==> config.mk <==
export PLATFORM = sky130hd
export DESIGN_NAME = adc_conversion_scan_controller_core_flat
export DESIGN_NICKNAME = d
export VERILOG_FILES = /design/src/rtl/acs_pkg.sv /design/src/rtl/acs_cmd_if.sv /design/src/rtl/acs_res_if.sv /design/src/rtl/adc_conversion_scan_controller_core.sv /design/src/rtl/acs_regs.sv /design/src/rtl/acs_seq.sv /design/src/flat_wrapper.sv
export SDC_FILE = /design/constraint.sdc
export NUM_CORES = 1
export LEC_CHECK = 0
export BUFFER_PORTS_ARGS = -buffer_cell sky130_fd_sc_hd__buf_4
export CORE_MARGIN = 4
export CORE_UTILIZATION = 47
export DETAILED_ROUTE_END_ITERATION = 6
export PLACE_DENSITY_LB_ADDON = 0.15
export SLEW_MARGIN = 30
export SYNTH_ARGS = -nofsm -noshare
export SYNTH_HDL_FRONTEND = slang
export SYNTH_SLANG_ARGS = --single-unit
export TNS_END_PERCENT = 5
==> constraint.sdc <==
create_clock -name clk -period 4.21 [get_ports clk]
set_input_delay 0.421 -clock clk [delete_from_list [all_inputs] [get_ports clk]]
set_output_delay 0.421 -clock clk [all_outputs]
set_load 0.01 [all_outputs]
==> src/rtl/acs_pkg.sv <==
// Shared types, codes and helper functions of the ADC conversion scan controller.
package acs_pkg;

    localparam int unsigned CHAN_W    = 5;
    localparam int unsigned SAMPLE_W  = 10;
    localparam int unsigned LEN_W     = 4;
    localparam int unsigned POS_W     = 3;
    localparam int unsigned LIST_W    = 40;
    localparam int unsigned TICK_W    = 32;
    localparam int unsigned APB_AW    = 5;
    localparam int unsigned APB_DW    = 64;
    localparam logic [LEN_W-1:0] MAX_CHAIN = 4'd8;

    typedef enum logic [2:0] {
        CMD_POLL  = 3'd0,
        CMD_IRQ   = 3'd1,
        CMD_CHAIN = 3'd2,
        CMD_DONE  = 3'd3,
        CMD_TICK  = 3'd4
    } cmd_t;

    typedef enum logic [1:0] {
        ST_OK      = 2'd0,
        ST_BUSY    = 2'd1,
        ST_TIMEOUT = 2'd2
    } status_t;

    // Active conversion mode, one-hot
    typedef enum logic [3:0] {
        MODE_NONE   = 4'b0001,
        MODE_POLLED = 4'b0010,
        MODE_IRQ    = 4'b0100,
        MODE_CHAIN  = 4'b1000
    } mode_t;

    typedef enum logic [1:0] {
        REG_CHAIN_LEN  = 2'd0,
        REG_CHAIN_LIST = 2'd1,
        REG_WIDTH_MODE = 2'd2,
        REG_TIMEOUT    = 2'd3
    } reg_idx_t;

    typedef struct packed {
        logic [LEN_W-1:0]  chain_length;
        logic [LIST_W-1:0] chain_channel_list;
        logic              result_width_mode;
        logic [TICK_W-1:0] timeout_ticks;
    } cfg_t;

    function automatic logic [CHAN_W-1:0] list_entry(
        input logic [LIST_W-1:0] list,
        input logic [POS_W-1:0]  pos
    );
        logic [5:0] base;
        base = 6'(pos) * 6'd5;
        return list[base +: CHAN_W];
    endfunction

    function automatic logic [SAMPLE_W-1:0] shape_reading(
        input logic [SAMPLE_W-1:0] sample,
        input logic                top_only
    );
        return top_only ? {2'b00, sample[SAMPLE_W-1:2]} : sample;
    endfunction

endpackage

==> src/rtl/acs_cmd_if.sv <==
// Command channel: start commands and converter events into the controller.
interface acs_cmd_if;
    logic                          valid;
    logic                          ready;
    logic [2:0]                    cmd;
    logic [acs_pkg::CHAN_W-1:0]    channel;
    logic [acs_pkg::SAMPLE_W-1:0]  sample;

    modport source (output valid, output cmd, output channel, output sample, input ready);
    modport sink   (input valid, input cmd, input channel, input sample, output ready);
endinterface

==> src/rtl/acs_res_if.sv <==
// Result channel: one result transaction per command.
interface acs_res_if;
    logic                          valid;
    logic                          ready;
    logic [1:0]                    status;
    logic                          start_conversion;
    logic [acs_pkg::CHAN_W-1:0]    conversion_channel;
    logic                          reading_valid;
    logic [acs_pkg::SAMPLE_W-1:0]  reading;
    logic [acs_pkg::POS_W-1:0]     reading_index;
    logic                          done_res;

    modport source (output valid, output status, output start_conversion,
                    output conversion_channel, output reading_valid, output reading,
                    output reading_index, output done_res, input ready);
    modport sink   (input valid, input status, input start_conversion,
                    input conversion_channel, input reading_valid, input reading,
                    input reading_index, input done_res, output ready);
endinterface

==> src/rtl/adc_conversion_scan_controller_core.sv <==
// An accepted command is held in the input register; the result register holds its
// result for rsp. Throughput: one command per cycle while rsp takes results; the two
// registers decouple the channels, so a new command can still be taken while a
// result waits. Rate is set by the single state-update stage between those registers.
// Reset (rst_n low, asynchronous): idle, no mode, chain position and tick count 0,
// configuration registers at their reset values; no clearing pass.
module adc_conversion_scan_controller_core (
    input  logic                         clk,
    input  logic                         rst_n,
    acs_cmd_if.sink                      req,
    acs_res_if.source                    rsp,
    input  logic                         psel,
    input  logic                         penable,
    input  logic                         pwrite,
    input  logic [acs_pkg::APB_AW-1:0]   paddr,
    input  logic [acs_pkg::APB_DW-1:0]   pwdata,
    output logic [acs_pkg::APB_DW-1:0]   prdata,
    output logic                         pready
);
    import acs_pkg::*;

    cfg_t cfg;

    acs_regs u_regs (
        .clk     (clk),
        .rst_n   (rst_n),
        .psel    (psel),
        .penable (penable),
        .pwrite  (pwrite),
        .paddr   (paddr),
        .pwdata  (pwdata),
        .prdata  (prdata),
        .pready  (pready),
        .cfg     (cfg)
    );

    acs_seq u_seq (
        .clk   (clk),
        .rst_n (rst_n),
        .cfg   (cfg),
        .req   (req),
        .rsp   (rsp)
    );

endmodule

==> src/rtl/acs_regs.sv <==
// APB configuration register file.
module acs_regs (
    input  logic                         clk,
    input  logic                         rst_n,
    input  logic                         psel,
    input  logic                         penable,
    input  logic                         pwrite,
    input  logic [acs_pkg::APB_AW-1:0]   paddr,
    input  logic [acs_pkg::APB_DW-1:0]   pwdata,
    output logic [acs_pkg::APB_DW-1:0]   prdata,
    output logic                         pready,
    output acs_pkg::cfg_t                cfg
);
    import acs_pkg::*;

    cfg_t     cfg_reg;
    reg_idx_t idx;
    logic     wr_en;

    assign idx    = reg_idx_t'(paddr[APB_AW-1:3]);
    assign wr_en  = psel && penable && pwrite;
    assign pready = 1'b1;
    assign cfg    = cfg_reg;

    always_ff @(posedge clk or negedge rst_n)
    begin
        if (!rst_n)
        begin
            cfg_reg.chain_length       <= 4'd1;
            cfg_reg.chain_channel_list <= '0;
            cfg_reg.result_width_mode  <= 1'b0;
            cfg_reg.timeout_ticks      <= 32'd50000;
        end
        else if (wr_en)
        begin
            unique case (idx)
                REG_CHAIN_LEN:  cfg_reg.chain_length       <= pwdata[LEN_W-1:0];
                REG_CHAIN_LIST: cfg_reg.chain_channel_list <= pwdata[LIST_W-1:0];
                REG_WIDTH_MODE: cfg_reg.result_width_mode  <= pwdata[0];
                REG_TIMEOUT:    cfg_reg.timeout_ticks      <= pwdata[TICK_W-1:0];
                default:        ;
            endcase
        end
    end

    always_comb
    begin
        prdata = '0;
        unique case (idx)
            REG_CHAIN_LEN:  prdata = APB_DW'(cfg_reg.chain_length);
            REG_CHAIN_LIST: prdata = APB_DW'(cfg_reg.chain_channel_list);
            REG_WIDTH_MODE: prdata = APB_DW'(cfg_reg.result_width_mode);
            REG_TIMEOUT:    prdata = APB_DW'(cfg_reg.timeout_ticks);
            default:        prdata = '0;
        endcase
    end

endmodule

==> src/rtl/acs_seq.sv <==
// Conversion sequencer: input register, state update and result register.
module acs_seq (
    input  logic          clk,
    input  logic          rst_n,
    input  acs_pkg::cfg_t cfg,
    acs_cmd_if.sink       req,
    acs_res_if.source     rsp
);
    import acs_pkg::*;

    // input stage
    logic                in_valid_reg;
    logic [2:0]          cmd_reg;
    logic [CHAN_W-1:0]   channel_reg;
    logic [SAMPLE_W-1:0] sample_reg;

    // controller state
    mode_t             mode_reg, mode_next;
    logic [LEN_W-1:0]  pos_reg, pos_next;
    logic [LEN_W-1:0]  run_len_reg, run_len_next;
    logic [TICK_W-1:0] wait_reg, wait_next;

    // result stage
    logic                out_valid_reg;
    logic [1:0]          status_reg, status_next;
    logic                start_reg, start_next;
    logic [CHAN_W-1:0]   cchan_reg, cchan_next;
    logic                rvalid_reg, rvalid_next;
    logic [SAMPLE_W-1:0] reading_reg, reading_next;
    logic [POS_W-1:0]    ridx_reg, ridx_next;
    logic                done_reg, done_next;

    logic              advance;
    logic              busy;
    logic [LEN_W-1:0]  len_clamped;
    logic [LEN_W-1:0]  pos_inc;
    logic [TICK_W-1:0] wait_inc;

    assign advance   = in_valid_reg && (!out_valid_reg || rsp.ready);
    assign req.ready = !in_valid_reg || advance;
    assign busy      = (mode_reg != MODE_NONE);
    assign pos_inc   = pos_reg + 4'd1;
    assign wait_inc  = wait_reg + 32'd1;

    always_comb
    begin
        len_clamped = cfg.chain_length;
        if (len_clamped == '0)
            len_clamped = 4'd1;
        else if (len_clamped > MAX_CHAIN)
            len_clamped = MAX_CHAIN;
    end

    always_comb
    begin
        mode_next    = mode_reg;
        pos_next     = pos_reg;
        run_len_next = run_len_reg;
        wait_next    = wait_reg;
        status_next  = ST_OK;
        start_next   = 1'b0;
        cchan_next   = '0;
        rvalid_next  = 1'b0;
        reading_next = '0;
        ridx_next    = '0;
        done_next    = 1'b0;

        case (cmd_reg) inside
            CMD_POLL, CMD_IRQ, CMD_CHAIN:
            begin
                if (busy)
                    status_next = ST_BUSY;
                else
                begin
                    start_next = 1'b1;
                    wait_next  = '0;
                    pos_next   = '0;
                    if (cmd_reg == CMD_POLL)
                    begin
                        mode_next  = MODE_POLLED;
                        cchan_next = channel_reg;
                    end
                    else if (cmd_reg == CMD_IRQ)
                    begin
                        mode_next  = MODE_IRQ;
                        cchan_next = channel_reg;
                    end
                    else
                    begin
                        mode_next    = MODE_CHAIN;
                        run_len_next = len_clamped;
                        cchan_next   = list_entry(cfg.chain_channel_list, '0);
                    end
                end
            end
            CMD_DONE:
            begin
                if (busy)
                begin
                    rvalid_next  = 1'b1;
                    reading_next = shape_reading(sample_reg, cfg.result_width_mode);
                    if (mode_reg == MODE_CHAIN)
                    begin
                        ridx_next = pos_reg[POS_W-1:0];
                        if (pos_inc >= run_len_reg)
                        begin
                            done_next = 1'b1;
                            mode_next = MODE_NONE;
                            pos_next  = '0;
                        end
                        else
                        begin
                            // launch the next channel of the list
                            pos_next   = pos_inc;
                            start_next = 1'b1;
                            cchan_next = list_entry(cfg.chain_channel_list,
                                                    pos_inc[POS_W-1:0]);
                        end
                    end
                    else
                    begin
                        done_next = 1'b1;
                        mode_next = MODE_NONE;
                    end
                end
            end
            CMD_TICK:
            begin
                if (mode_reg == MODE_POLLED)
                begin
                    wait_next = wait_inc;
                    if (wait_inc >= cfg.timeout_ticks)
                    begin
                        status_next = ST_TIMEOUT;
                        mode_next   = MODE_NONE;
                        wait_next   = '0;
                    end
                end
            end
            default: ;
        endcase
    end

    always_ff @(posedge clk or negedge rst_n)
    begin
        if (!rst_n)
        begin
            in_valid_reg  <= 1'b0;
            out_valid_reg <= 1'b0;
            mode_reg      <= MODE_NONE;
            pos_reg       <= '0;
            run_len_reg   <= 4'd1;
            wait_reg      <= '0;
        end
        else
        begin
            if (req.ready)
                in_valid_reg <= req.valid;
            if (advance)
            begin
                out_valid_reg <= 1'b1;
                mode_reg      <= mode_next;
                pos_reg       <= pos_next;
                run_len_reg   <= run_len_next;
                wait_reg      <= wait_next;
            end
            else if (rsp.ready)
                out_valid_reg <= 1'b0;
        end
    end

    always_ff @(posedge clk)
    begin
        if (req.ready && req.valid)
        begin
            cmd_reg     <= req.cmd;
            channel_reg <= req.channel;
            sample_reg  <= req.sample;
        end
        if (advance)
        begin
            status_reg  <= status_next;
            start_reg   <= start_next;
            cchan_reg   <= cchan_next;
            rvalid_reg  <= rvalid_next;
            reading_reg <= reading_next;
            ridx_reg    <= ridx_next;
            done_reg    <= done_next;
        end
    end

    assign rsp.valid              = out_valid_reg;
    assign rsp.status             = status_reg;
    assign rsp.start_conversion   = start_reg;
    assign rsp.conversion_channel = cchan_reg;
    assign rsp.reading_valid      = rvalid_reg;
    assign rsp.reading            = reading_reg;
    assign rsp.reading_index      = ridx_reg;
    assign rsp.done_res           = done_reg;

endmodule
==> src/flat_wrapper.sv <==
// flat-port wrapper written by rule: the top's interface ports become plain ports
module adc_conversion_scan_controller_core_flat import acs_pkg::*;
  (clk, rst_n, psel, penable, pwrite, paddr, pwdata, prdata, pready, req_valid, req_cmd, req_channel, req_sample, req_ready, rsp_valid, rsp_status, rsp_start_conversion, rsp_conversion_channel, rsp_reading_valid, rsp_reading, rsp_reading_index, rsp_done_res, rsp_ready);
  acs_cmd_if req_i ();
  acs_res_if rsp_i ();
  input  logic clk;
  input  logic rst_n;
  input  logic psel;
  input  logic penable;
  input  logic pwrite;
  input  logic [acs_pkg::APB_AW-1:0] paddr;
  input  logic [acs_pkg::APB_DW-1:0] pwdata;
  output logic [acs_pkg::APB_DW-1:0] prdata;
  output logic pready;
  input wire logic [$bits(req_i.valid)-1:0] req_valid;
  input wire logic [$bits(req_i.cmd)-1:0] req_cmd;
  input wire logic [$bits(req_i.channel)-1:0] req_channel;
  input wire logic [$bits(req_i.sample)-1:0] req_sample;
  output wire logic [$bits(req_i.ready)-1:0] req_ready;
  output wire logic [$bits(rsp_i.valid)-1:0] rsp_valid;
  output wire logic [$bits(rsp_i.status)-1:0] rsp_status;
  output wire logic [$bits(rsp_i.start_conversion)-1:0] rsp_start_conversion;
  output wire logic [$bits(rsp_i.conversion_channel)-1:0] rsp_conversion_channel;
  output wire logic [$bits(rsp_i.reading_valid)-1:0] rsp_reading_valid;
  output wire logic [$bits(rsp_i.reading)-1:0] rsp_reading;
  output wire logic [$bits(rsp_i.reading_index)-1:0] rsp_reading_index;
  output wire logic [$bits(rsp_i.done_res)-1:0] rsp_done_res;
  input wire logic [$bits(rsp_i.ready)-1:0] rsp_ready;
  assign req_i.valid = req_valid;
  assign req_i.cmd = req_cmd;
  assign req_i.channel = req_channel;
  assign req_i.sample = req_sample;
  assign req_ready = req_i.ready;
  assign rsp_valid = rsp_i.valid;
  assign rsp_status = rsp_i.status;
  assign rsp_start_conversion = rsp_i.start_conversion;
  assign rsp_conversion_channel = rsp_i.conversion_channel;
  assign rsp_reading_valid = rsp_i.reading_valid;
  assign rsp_reading = rsp_i.reading;
  assign rsp_reading_index = rsp_i.reading_index;
  assign rsp_done_res = rsp_i.done_res;
  assign rsp_i.ready = rsp_ready;
  adc_conversion_scan_controller_core u_core (.clk(clk), .rst_n(rst_n), .req(req_i), .rsp(rsp_i), .psel(psel), .penable(penable), .pwrite(pwrite), .paddr(paddr), .pwdata(pwdata), .prdata(prdata), .pready(pready));
endmodule
== Yosys cells after proc, flatten, opt, wreduce, memory -nomap -nowiden ==
Index checks and enable logic that the tools add are counted.

* Word-level logic and storage cells: 132
* Bits in latches: 0
* Memory bits (read-only): 0
* Bits of input ports: 94
* Register bits: 164
* Memories kept: 0
* Output and inout port bits: 90
* Bits in writable memories: 0

* Divide/modulo/power cells: 0
* Eq/ne operators: 14
* Bitwise logic cells: 5
* $mul: 1
* Reductions and logical operators: 33
* Order comparisons: 3
* $add $sub $neg: 2
* Mux-type cells: 52
* Shift-type cells: 1

{| class="wikitable"
|+ Operator list
! cell !! count
|-
| one-hot mux 64 bit (4 select lines) || 1
|-
| two-way mux 32 bit || 6
|-
| two-way mux 4 bit || 19
|-
| two-way mux 5 bit || 8
|-
| indexed part select 40 x 7 -> 5 bit || 1
|-
| adder 32 x 1 -> 32 bit, second input constant || 1
|-
| greater-or-equal comparator 32 bit || 1
|-
| AND reduction 5 bit || 3
|-
| two-way mux 1 bit || 12
|-
| nonzero test 2 bit || 6
|-
| OR reduction 6 bit || 2
|-
| two-way mux 2 bit || 5
|-
| nonzero test 3 bit || 3
|-
| two-way mux 8 bit || 1
|-
| AND reduction 2 bit || 4
|-
| AND reduction 7 bit || 1
|-
| equality test 3 x 2 -> 1 bit, second input constant || 2
|-
| multiplier 3 x 3 -> 6 bit, second input constant || 1
|-
| NOT 1 bit || 5
|-
| OR reduction 5 bit || 1
|-
| adder 4 x 1 -> 4 bit, second input constant || 1
|-
| equality test 2 bit, second input constant || 2
|-
| equality test 4 x 2 -> 1 bit, second input constant || 1
|-
| equality test 4 bit, second input constant || 1
|-
| 18 further kinds || 23
|}

== Depth between registers and ports, before layout ==
* Depth after elaboration: 8
* Mapped depth: 15
* Mapped depth without buffers: 12

== Modules after synthesis ==
Synthesis repeated with hierarchy kept, for this count alone.

* Cells, all modules: 795
* Area total of the unflattened synthesis: 9370.2 um^2

{| class="wikitable"
|+ Modules (own cells, without submodules)
! module !! cells each !! instances !! sequential area each (um^2) !! area an instance (um^2)
|-
| acs_seq || 517 || 1 || 2384.8 || 5474.0
|-
| acs_regs || 278 || 1 || 1935.6 || 3896.2
|}

== Worst setup path before layout ==
Ideal clock, no wire load.

* Path kind: register to register
* Start: reg u_core.u_seq.wait_reg[11]
* End: reg u_core.u_seq.wait_reg[12]
* Cell stages (with the launch flop): 14
* Library setup time: 0.122 ns
* Arrival time: 2.975 ns
* Clock period less this slack: 3.097 ns
* Setup slack: 1.113 ns
* Data required time: 4.088 ns
* Path buffers: 2
* Path through: dfrtp_1 and4_4 and4_4 and4_4 nand3_1 xnor2_1 ha_1 nand4_1 nor4_1 a22oi_1 and4_1 buf_4 buf_4 a32o_1

* Cells in the longest elaborated chain, start to end: 7

{| class="wikitable"
|+ Ends and longest elaborated chain
! element !! line !! source
|-
| from (decl) || acs_seq.sv:21 || <nowiki>logic [TICK_W-1:0] wait_reg, wait_next;</nowiki>
|-
| from (signal assigned) || acs_seq.sv:165 || <nowiki>wait_reg <= wait_next;</nowiki>
|-
| adder 32 x 1 -> 32 bit (*) || acs_seq.sv:43 || <nowiki>assign wait_inc = wait_reg + 32'd1;</nowiki>
|-
| greater-or-equal comparator 32 bit || acs_seq.sv:132 || <nowiki>if (wait_inc >= cfg.timeout_ticks)</nowiki>
|-
| two-way mux 32 bit (*) || acs_seq.sv:132 ||
|-
| two-way mux 32 bit (*) || acs_seq.sv:129 || <nowiki>if (mode_reg == MODE_POLLED)</nowiki>
|-
| two-way mux 32 bit (*) (3 in a row) || acs_seq.sv:68 || <nowiki>case (cmd_reg) inside</nowiki>
|}

Mark *: on every way between the ends. The rest lies on a longest branch, timed or not. The select of a mux whose other input is x is not followed.
A chain may end at the register's enable or synchronous reset.

== Final worst setup path ==
* Start: reg u_core.u_seq.wait_reg[0]
* End: reg u_core.u_seq.mode_reg[1]

* Cells in the longest elaborated chain, start to end: 4

{| class="wikitable"
|+ Ends and longest elaborated chain
! element !! line !! source
|-
| adder 32 x 1 -> 32 bit || acs_seq.sv:43 ||
|-
| greater-or-equal comparator 32 bit || acs_seq.sv:132 ||
|-
| nonzero test 3 bit (no source line) || - ||
|-
| AND reduction 7 bit (no source line) || - ||
|-
| to (signal assigned) || acs_seq.sv:162 || <nowiki>mode_reg <= mode_next;</nowiki>
|-
| to (decl) || acs_seq.sv:18 || <nowiki>mode_t mode_reg, mode_next;</nowiki>
|}

No other way between the ends.

==> results.md <==
• share of post-route cells with drive strength above 1: 28.5%
• switching share of power: 30.7%
• Data arrival, critical path: 4040 ps
• number of warnings printed during yosys synthesis: 0
• PortBufs: 131
• vertical extent of the die: 147 um
• Top-Level Pins: 184
• largest stage delay on the critical path: 440 ps
• worst min-delay path class: in2async
• CTS tree: yes
• Clk Tree Root Cell: sky130_fd_sc_hd__clkbuf_16
• DR vias: 6532
• standby leakage power: 4.88 nW
• outcome: complete, no violations
• CP Capture Type: register
• unrepaired setup endpoints after global routing: no
• mean number of vias per cell: 5.48
• routability congestion estimate from global placement: 0.845
• Final Max Tran Viols: 0
• global-route wire length before repair: 36100 um
• Max IR drop VDD: 0.280 mV
• required time worst endpoint: 4510 ps
• Clock Pin Slew Worst Setup and Hold Paths: 70 ps
• number of unique standard cell types used by synthesis: 69
• Worst-Skew Late Latency: 430 ps
• sequential fraction of design power: 46.3%
• Power Total: 4.46 mW
• launching element of the worst setup path: u_core.u_seq.wait_reg[0]$_DFFE_PN0P_
• gate count after technology mapping: 793
• launch point of the worst reg-to-reg path: u_core.u_seq.wait_reg[0]$_DFFE_PN0P_
• Internal Dissipation: 3.09 mW
• maximum number of pins on one net before global-route repair: 65
• Placeable Area: 18800 um^2
• final core area utilization: 57.4%
• total number of clock tree sinks: 164
• top cell type's share of synthesized area: 31.6%
• post-CTS setup buffer count: 0
• Max clock buf depth: 2
• starting density of the core: 48.0%
• antenna diode instance count: 0
• number of synthesized flops with an enable pin: 41
• Remaining DRCs: 0
• cell-by-cell listing of the critical path: ha_1 -> nand3_1 -> nor2_1 -> buf_4 -> nand3_1 -> xnor2_1 -> ha_1 -> nand4_1 -> nor4_1 -> nand4_1 -> a21o_1 -> a21boi_1 -> o31ai_1
• clock period minus final worst setup slack: 3740 ps
• CP Class: reg2reg
• Inserted Clock Buffers: 17
• switching power of the nets: 1.37 mW
• overflow left after global routing: 0
• Area growth, synth to finish: 19.6%
• worst slew pin tran: 918 ps
• largest area contributor in the netlist: sky130_fd_sc_hd__dfrtp_1
• final hold slack: 76.1 ps
• share of the yosys chip area belonging to registers: 47.8%
• DRT Wirelength: 22400 um
• Final Hold Vio Count: 0
• relative max-transition margin: 38.5%
• pwr/cell area: 413 nW/um^2
• dpl cell area: 10200 um^2
• top area cells in the synthesized netlist: sky130_fd_sc_hd__dfrtp_1 32%, sky130_fd_sc_hd__edfxtp_1 14%, sky130_fd_sc_hd__mux2_2 6.1%
• 1st-iter DRT viols: 456
• max reg flops: 77
• drt pass-1 iters: 5
• share of synthesized registers carrying an async set or reset: 75.0%
• final setup vio count: 0
• Post-Syn Area: 9040 um^2
• H-tree Lvls: 4
• antenna violations before repair: 0
• Die W: 147 um
• startpoint type of the worst setup path: register
• Final nets: 1050
• syn_area_per_cell: 11.4 um^2
• DR WL/cell: 18.8 um
• final critical-path share of the clock period: 88.9%
• cell types with the highest counts after synthesis: 114 x sky130_fd_sc_hd__dfrtp_1, 69 x sky130_fd_sc_hd__nand2_1, 55 x sky130_fd_sc_hd__mux2i_1
• Slowest cell on crit path: sky130_fd_sc_hd__dfrtp_1
• fmax: 0.267 GHz
• number of gates resized after cts: 0
• number of filler instances in the final layout: 1583
• vias in the first global route: 6772
• total number of placement rows: 50
• commonest register cell after synthesis: sky130_fd_sc_hd__dfrtp_1
• GRT Overall Usage: 21.1%
• Synth Register Bits: 164
• final clock skew: 7.68 ps
• most numerous cell in the Yosys netlist: sky130_fd_sc_hd__dfrtp_1
• full die area: 21500 um^2
• largest driver fanout on the critical path: 10
• Post-DRT Antenna Nets: 0
• fraction of power consumed by the clock network: 34.2%
• Maximum Capacitance Violations: 0
• Post-DP HPWL: 16500 um
• count of hold-fix buffers inserted at cts: 0
• Final Instance Area: 10800 um^2
• combinational fraction of design power: 19.5%
• total negative slack for setup checks: 0 ps
-- cell families (layout without fill, tap and decap cells) --
logic type,after synthesis,count (layout),share of synthesized area (%)
flip-flops,164,164,47.8
AND/OR/NAND/NOR,227,227,14.0
XOR/XNOR,31,31,3.17
AO/OA/AOI/OAI,114,114,8.89
multiplexers,115,115,14.9
adder cells (fa/ha/maj),38,38,5.26
buffers and inverters,102,217,5.86
other,2,25,0.0831
-- stage by stage --
stage | std cells | worst slack [ps]
after floorplan | 816 | 1110
final | 1191 | 469
after CTS | 1190 | 476
after global routing | 1191 | 105
after global placement | 1158 | 570
after detailed placement | 1158 | 484
-- critical path, delay by kind of cell, from the launching register on --
| kind | cells | cell delay, ps |
|---|---|---|
| and+or+nand+nor | 6 | 1240 |
| adders and majority gates | 2 | 630 |
| DFF | 1 | 440 |
| buffers and inverters | 1 | 220 |
| xor gates and xnor gates | 1 | 160 |
| AOI/OAI and AO/OA | 3 | 910 |
-- cell usage in the layout, fill, tap and decap left out, types with 12 or more instances in the layout --
master,n
sky130_fd_sc_hd__buf_4,141
sky130_fd_sc_hd__o21ai_0,39
sky130_fd_sc_hd__nand4_1,13
sky130_fd_sc_hd__dfrtp_1,114
sky130_fd_sc_hd__edfxtp_1,41
sky130_fd_sc_hd__clkbuf_16,17
sky130_fd_sc_hd__mux2_2,49
sky130_fd_sc_hd__nor2_1,23
sky130_fd_sc_hd__mux2i_1,55
sky130_fd_sc_hd__conb_1,25
sky130_fd_sc_hd__inv_1,40
sky130_fd_sc_hd__nor2b_1,30
sky130_fd_sc_hd__nand2_1,68
sky130_fd_sc_hd__and2_1,13
sky130_fd_sc_hd__ha_1,38
sky130_fd_sc_hd__nand3_1,24
sky130_fd_sc_hd__a32o_1,22
sky130_fd_sc_hd__xnor2_1,18
sky130_fd_sc_hd__a21oi_1,12
-- power groups by stage --
| stage | combinational (mW) | sequential, mW | clock (mW) |
|---|---|---|---|
| floorplan | 0.566 | 2.01 | 0 |
| global route | 0.970 | 2.09 | 1.62 |
| detailed placement | 0.872 | 2.09 | 0 |
| global placement | 0.845 | 2.08 | 0 |
| CTS | 0.878 | 2.06 | 1.56 |
| finish | 0.867 | 2.07 | 1.53 |
-- metal layers --
metal / global-route usage [%] / wire (um) / vias to the layer above
met3: 4.44 / 1020 / 36
met5: 0 / 0 / -
met1: 27.8 / 9750 / 3255
li1: - / - / 3071
met4: 7.43 / 646 / 0
met2: 34.8 / 11000 / 170
-- final cells by class --
| type | instances | area (um^2) | area share (%) |
|---|---|---|---|
| clock buffers | 17 | 425 | 3.94 |
| inverters | 40 | 150 | 1.39 |
| multi-input cells | 550 | 4290 | 39.7 |
| flip-flops and latches | 164 | 4320 | 40.0 |
| repair buffers | 145 | 1150 | 10.6 |
| well taps | 260 | 325 | 3.01 |
| clock inverters | 15 | 150 | 1.39 |
-- final timing paths --
| check | cells after the start | slack (ps) | end |
|---|---|---|---|
| worst max-delay path | 13 | 470 | u_core.u_seq.mode_reg[1]$_DFFE_PN0P_ |
| max in group asynchronous | 2 | 3260 | u_core.u_regs.cfg[14]$_DFFE_PN1P_ |
| worst min-delay path | 1 | 80 | u_core.u_seq.in_valid_reg$_DFFE_PN0N_ |
| min in group clk | 1 | 160 | u_core.u_seq.sample_reg[2]$_DFFE_PP_ |
| worst max register to register | 13 | 470 | u_core.u_seq.mode_reg[1]$_DFFE_PN0P_ |
| worst min register to register | 2 | 510 | u_core.u_seq.run_len_reg[0]$_DFFE_PN1P_ |
(Power assumes the default switching activity.)
